$ cat src/design/lis_pkg.sv
package lis_pkg;

    localparam int MaxLights   = 256;
    localparam int SlotW       = 8;
    localparam int CountW      = 9;
    localparam int CoordW      = 24;
    localparam int PowerW      = 32;
    localparam int FracW       = 24;
    localparam int FloorW      = 50;
    localparam int WeightW     = 48;
    localparam int CumW        = 56;
    localparam int ProbW       = 25;

    localparam logic [0:0] CfgLightCount = 1'b0;
    localparam logic [0:0] CfgMinDist    = 1'b1;
    localparam logic       ActLoad       = 1'b0;
    localparam logic       ActSelect     = 1'b1;

    localparam logic [FloorW-1:0] FloorReset = FloorW'(16777);
    localparam logic [WeightW-1:0] WeightMax = '1;
    localparam logic [CumW-1:0]    CumMax    = '1;

    typedef struct packed {
        logic                     action;
        logic [SlotW-1:0]         light_slot;
        logic signed [CoordW-1:0] coord_x;
        logic signed [CoordW-1:0] coord_y;
        logic signed [CoordW-1:0] coord_z;
        logic [PowerW-1:0]        light_power;
        logic [FracW-1:0]         random_fraction;
    } t_in_word;

    typedef struct packed {
        logic              found;
        logic [SlotW-1:0]  chosen_light;
        logic [ProbW-1:0]  choice_probability;
    } t_out_word;

    // controller -> datapath
    typedef struct packed {
        logic             load_in;      // capture input word
        logic             write_light;  // write light tables
        logic             clear_cache;
        logic             start_rebuild;
        logic             rebuild_step;
        logic             start_search;
        logic             search_step;
        logic             start_div;
        logic             div_step;
        logic             finish;
    } t_cmd;

    // datapath -> controller
    typedef struct packed {
        logic is_select;
        logic cache_hit;
        logic rebuild_done;
        logic search_done;
        logic div_done;
    } t_status;

endpackage

$ cat src/design/lis_ctrl.sv
module lis_ctrl
    import lis_pkg::*;
(
    input  logic      i_clk,
    input  logic      i_rst_n,
    input  logic      i_in_valid,
    output logic      o_in_stall,
    output logic      o_out_valid,
    input  logic      i_out_stall,
    input  t_status   i_status,
    output t_cmd      o_cmd
);

    localparam logic [2:0] StIdle    = 3'd0;
    localparam logic [2:0] StDecode  = 3'd1;
    localparam logic [2:0] StRebuild = 3'd2;
    localparam logic [2:0] StSearch  = 3'd3;
    localparam logic [2:0] StDiv     = 3'd4;
    localparam logic [2:0] StOut     = 3'd5;

    logic [2:0] r_state, n_state;
    logic       r_out_valid, n_out_valid;
    logic       out_free;

    assign out_free    = !r_out_valid || !i_out_stall;
    assign o_in_stall  = (r_state != StIdle);
    assign o_out_valid = r_out_valid;

    always_comb begin
        n_state     = r_state;
        n_out_valid = r_out_valid && i_out_stall;
        o_cmd       = '0;
        case (r_state)
            StIdle: begin
                if (i_in_valid) begin
                    o_cmd.load_in = 1'b1;
                    n_state       = StDecode;
                end
            end
            StDecode: begin
                if (!i_status.is_select) begin
                    o_cmd.write_light = 1'b1;
                    o_cmd.clear_cache = 1'b1;
                    n_state           = StIdle;
                end else if (i_status.cache_hit) begin
                    o_cmd.start_search = 1'b1;
                    n_state            = StSearch;
                end else begin
                    o_cmd.start_rebuild = 1'b1;
                    n_state             = StRebuild;
                end
            end
            StRebuild: begin
                if (i_status.rebuild_done) begin
                    o_cmd.start_search = 1'b1;
                    n_state            = StSearch;
                end else begin
                    o_cmd.rebuild_step = 1'b1;
                end
            end
            StSearch: begin
                if (i_status.search_done) begin
                    o_cmd.start_div = 1'b1;
                    n_state         = StDiv;
                end else begin
                    o_cmd.search_step = 1'b1;
                end
            end
            StDiv: begin
                if (i_status.div_done) begin
                    n_state = StOut;
                end else begin
                    o_cmd.div_step = 1'b1;
                end
            end
            StOut: begin
                if (out_free) begin
                    o_cmd.finish = 1'b1;
                    n_out_valid  = 1'b1;
                    n_state      = StIdle;
                end
            end
            default: n_state = StIdle;
        endcase
    end

    always_ff @(posedge i_clk) begin
        if (!i_rst_n) begin
            r_state     <= StIdle;
            r_out_valid <= 1'b0;
        end else begin
            r_state     <= n_state;
            r_out_valid <= n_out_valid;
        end
    end

    a_no_accept_busy: assert property (@(posedge i_clk) disable iff (!i_rst_n)
        (r_state != StIdle) |-> o_in_stall)
        else $error("input taken while busy");
    a_out_hold: assert property (@(posedge i_clk) disable iff (!i_rst_n)
        (r_out_valid && i_out_stall) |=> r_out_valid)
        else $error("stalled result dropped");
    a_finish_free: assert property (@(posedge i_clk) disable iff (!i_rst_n)
        o_cmd.finish |-> out_free)
        else $error("result overwritten");

endmodule

$ cat config.mk
export PLATFORM = sky130hd
export DESIGN_NAME = lis_ctrl
export DESIGN_NICKNAME = d
export VERILOG_FILES = /design/src/design/lis_pkg.sv /design/src/design/lis_ctrl.sv
export SDC_FILE = /design/constraint.sdc
export NUM_CORES = 1
export LEC_CHECK = 0
export ABC_AREA = 1
export BUFFER_PORTS_ARGS = -buffer_cell sky130_fd_sc_hd__buf_2
export CAP_MARGIN = 0
export CORE_AREA = 2 2 39 41
export CTS_BUF_LIST = sky130_fd_sc_hd__clkbuf_16
export DETAILED_ROUTE_END_ITERATION = 12
export DIE_AREA = 0 0 41 43
export RECOVER_POWER = 100
export SKIP_LAST_GASP = 1
export SLEW_MARGIN = 25
export SYNTH_ARGS = -nofsm -noshare
export SYNTH_HDL_FRONTEND = slang
export SYNTH_SLANG_ARGS = --single-unit
export TNS_END_PERCENT = 1
$ cat constraint.sdc
create_clock -name i_clk -period 1 [get_ports i_clk]
set_input_delay 0.05 -clock i_clk [delete_from_list [all_inputs] [get_ports i_clk]]
set_output_delay 0.05 -clock i_clk [all_outputs]
set_load 0.005 [all_outputs]
# After elaboration in Yosys (flattened, before gate mapping)
# Index checks and enable logic that the tools add are counted.
[totals]
reg_bits = 4
in_bits = 9
out_inout_bits = 12
[op_classes]
n_eq_ne = 10
n_mux = 29
n_reduce_logical = 7
[ops]
columns = ["cell", "count"]
rows = [
  ["2-to-1 mux 3 bit", 7],
  ["2-to-1 mux 1 bit", 18],
  ["one-hot mux 3 bit (6 select lines)", 1],
  ["!= test 2 bit, second input constant", 5],
  ["== test 3 x 2 -> 1 bit, second input constant", 2],
  ["== test 3 bit, second input constant", 2],
  ["AND reduction 5 bit", 1],
  ["2-to-1 mux 2 bit", 2],
  ["== test 3 x 1 -> 1 bit, second input constant", 1],
  ["zero test 3 bit", 1],
  ["nonzero test 3 bit", 1],
  ["zero test 1 bit", 2],
  ["one-hot mux 1 bit (2 select lines)", 1],
  ["logical AND 1 bit", 1],
  ["logical OR 1 bit", 1],
]

# Longest topological paths before layout
[logic_depth]
word_depth = 4
depth_mapped = 9
mapped_depth_nobuf = 8

# Least setup slack after synthesis
# No wires, ideal clock.
[synth_timing]
path_kind = "reg2out"
startpoint = "register r_state[0]"
endpoint = "output o_cmd[8] (netlist bit)"
arrival_ps = 1009
required_time_ps = 950
slack_ps = -59
path_stages_with_launch = 5
path_cell_list = "dfxtp_1 -> buf_6 -> inv_4 -> nor4_1 -> buf_4"
[synth_lines]
columns = ["item", "line", "rtl"]
rows = [
  ["start, declared", "lis_ctrl.sv:21", "logic [2:0] r_state, n_state;"],
  ["start signal, assigned", "lis_ctrl.sv:89", "r_state <= StIdle;"],
  ["start signal, assigned", "lis_ctrl.sv:92", "r_state <= n_state;"],
  ["end, declared", "lis_ctrl.sv:11", "output t_cmd o_cmd"],
]

==> metrics.md <==
| Metric | Value |
|---|---|
| Worst skew pair latency | `0.22 ns` |
| Final setup margin | `-0.226 ns` |
| CP cell instances | `buf_6, inv_4, nor3_4, nand2_1, o21ai_1, buf_2` |
| Drt drc | `0` |
| CP max FO | `4` |
| CP endpoint kind | `output port` |
| Die ar. | `about 1800 µm²` |
| Worst EP required | `between 0.9 and 1 ns` |
| Clock transition at path regs | `about 0.030 ns` |
| Max-slew headroom | `around 87%` |
| Global-route wire length before repair | `1.46 mm` |
| # IOs | `21` |
| Power density over the cells | `between 3000 and 4000 nW/µm²` |
| Hold Vio Cnt, Final | `0` |
| Violations in the final reports | `negative setup slack` |
| ANT nets after route | `0` |
| GRT overflow | `0` |
| CTS tree | `done` |
| Vias per cell | `between 4 and 5` |
| Avg Synthesized Cell Area | `6.49 µm²` |
| GR Util met3 | `under 10%` |
| Static Leak | `between 0.4 and 0.5 nW` |
| Total CTS buffers | `3` |
| Int Power | `approximately 1.3 mW` |
| Count of final setup violators | `14` |
| Die Y | `43 µm` |
| NetSw | `around 800 µW` |
| CTS Sinks | `4` |
| RSZ-0062 raised after global routing | `true` |
| Cell Area, Placed | `approximately 580 µm²` |
| Placer congestion estimate | `between 0.7 and 0.8` |
| Design area | `~690 µm²` |
| Slew @ Worst Pin | `between 0.15 and 0.2 ns` |
| Cell Count, Final, Fillers Out | `roughly 110` |
| Switching Fraction | `37.8%` |
| DRT Pass-1 Iters | `2` |
| WL/cell | `between 8 and 9 µm` |
| CTS Root Cell | `clkbuf_16` |
| Hold path start | `i_rst_n` |
| Dpl hpwl | `~760 µm` |
| CORE AREA | `between 1000 and 1500 µm²` |
| Final period util | `123%` |
| Fmax achieved | `between 800 and 900 MHz` |
| Max-cap viol count | `0` |
| R2r startpoint | `r_state[1]` |
| Met1 GRT Util | `approximately 15%` |
| Vias | `458` |
| Hold WC Path Type | `input pin to flip-flop` |
| Grt met2 use | `17.8%` |
| Critical path class | `flip-flop to output port` |
| CP delay by family, top | `flip-flops` |
| Distinct cells, synth | `17` |
| Initial Utilization | `a little under a third` |
| Largest net degree at the start of global routing | `7` |
| Min Tclk post-route | `around 1.2 ns` |
| Final setup skew | `between 0.00005 and 0.00006 ns` |
| Drt initial violations | `4` |
| PnR Total Power | `between 2 and 2.5 mW` |
| Seq cells post-synth | `4` |
| Startpoint types | `flip-flop` |
| Port-buffer cells | `20` |
| Status | `complete, but fails checks` |
| Placed cells | `roughly 110` |
| # diodes | `0` |
| Routed WL | `around 900 µm` |
| Slowest stage cell, crit path | `dfxtp_2` |
| Part of the power in registers | `approximately 15%` |
| Htree depth | `1` |
| Final #Nets | `about 110` |
| Combinational Power Share | `between 50% and 60%` |
| FF-to-FF setup slack | `-0.14 ns` |
| Width of the die | `between 40 and 50 µm` |
| Cts hold-fix bufs | `0` |
| Slowest stage delay, CP | `about 0.32 ns` |
| Power share of the clock group | `between 20% and 30%` |
| Crit path launch | `r_state[0]` |
| Vias in the first global route | `around 380` |
| Buffer depth of the longest clock path | `2` |
| Crit path DAT | `between 1 and 1.5 ns` |
| Slew Limit Fails | `0` |
| YS warnings | `0` |
| Layout cell share with drive strength beyond 1 | `between 50% and 60%` |
| Post-synthesis cell area | `around 420 µm²` |
| Initial antenna violation count | `0` |
| Post-synthesis sequential area ratio | `a little under a fifth` |
| Most used routing layer | `met2` |
| Area grow syn2layout | `63.2%` |
| CP bufs+invs | `3` |
| Largest vdd supply drop | `approximately 1.2 mV` |
| Num rows | `14` |
| Gr usage total | `roughly 12%` |
| Mapped Cells | `65` |
| Syn_nets | `74` |
-- power by group through the flow --
stage / Sequential (mW) / Combinational (mW) / Clock [mW]
finish: 0.315 / 1.17 / 0.623
global route: 0.328 / 1.32 / 0.646
CTS: 0.322 / 1.19 / 0.633
floorplan: 0.246 / 0.853 / 0
global placement: 0.308 / 1.08 / 0
detailed placement: 0.312 / 1.08 / 0
-- area by class of cell --
| type | count | area [µm²] |
|---|---|---|
| Tap cell | 16 | 20.0 |
| Sequential cell | 4 | 88.8 |
| Fill cell | 142 | 696 |
| Clock buffer | 3 | 75.1 |
| Inverter | 15 | 61.3 |
| Timing Repair Buffer | 31 | 189 |
| Multi-Input combinational cell | 42 | 254 |
-- worst register-to-register path: stages (launching register included) --
cell	delay [ns]
dfxtp_4	0.34
buf_4	0.16
nor2_4	0.12
nand3_2	0.09
nand3_2	0.09
nor2_2	0.05
nor2_1	0.12
nor2_2	0.05
-- worst paths after layout --
kind	to	depth (start not counted)
worst max-delay path	o_cmd[4]	6
worst min-delay path	r_state[2]	3
worst max register to register	r_state[0]	7
worst min register to register	o_out_valid	2
-- metrics by stage --
step | setup slack [ns] | hold slack (ns) | util (%) | TNS [ns]
4_1_cts | -0.237 | 0.0819 | 50.2 | -2.47
5_1_grt | -0.309 | 0.0856 | 49.7 | -3.31
3_5_place_dp | -0.204 | 0.320 | 42.0 | -0.983
6_report | -0.226 | 0.0792 | 49.7 | -2.24
3_3_place_gp | -0.198 | 0.320 | 42.0 | -0.827
2_1_floorplan | -0.0445 | 0.125 | - | -0.105
-- placed cells by master, fill, tap and decap left out --
| master | instances |
|---|---|
| buf_6 | 2 |
| o21ai_1 | 1 |
| nor2_1 | 7 |
| nand3_1 | 2 |
| nand3_2 | 3 |
| clkbuf_1 | 1 |
| dfxtp_2 | 1 |
| inv_4 | 2 |
| dfxtp_1 | 1 |
| a21oi_1 | 2 |
| buf_4 | 9 |
| nor2_2 | 4 |
| nand4_2 | 2 |
| inv_1 | 13 |
| dfxtp_4 | 2 |
| nor4_4 | 1 |
| nor2_4 | 1 |
| clkbuf_16 | 3 |
| nor3_4 | 1 |
| nand2_1 | 15 |
| o21ai_0 | 1 |
| nand2_2 | 2 |
| buf_2 | 19 |
-- logic make-up (layout without fill, tap and decap cells) --
logic type      after synthesis  in the layout  share of synthesized area, %
buf+inv                      19             49                          24.3
flops                         4              4                          19.0
simple gates                 38             38                          51.9
compound gates                4              4                          4.75
-- metal layers --
metal  wire, µm  share of wire (%)
met1        414                 45
met2        407                 44
met3         72                7.9
met4         21                2.3
met5          0                  0
-- state kept, by name, indices dropped and copies added (netlist names) --
register     cells
r_state          3
o_out_valid      1
-- repair_timing --
item / CTS / global route
gates resized for setup: 10 / 0
setup endpoints to repair: 15 / 14
endpoints found under the hold margin: 0 / 0
buffers inserted: 1 / 0
pin swaps: 3 / 0
-- synth_stat cells, drive strengths merged --
cell   instances  area share, %
nor4           1            1.5
nand2         17             16
inv           15             15
nand4          2            5.9
nor3           1            3.9
dfxtp          4             19
o21ai          2            2.4
a21oi          2            2.4
nand3          5            9.5
buf            4            9.8
nor2          12             15
Note: power is estimated with default switching activity, not from simulation.
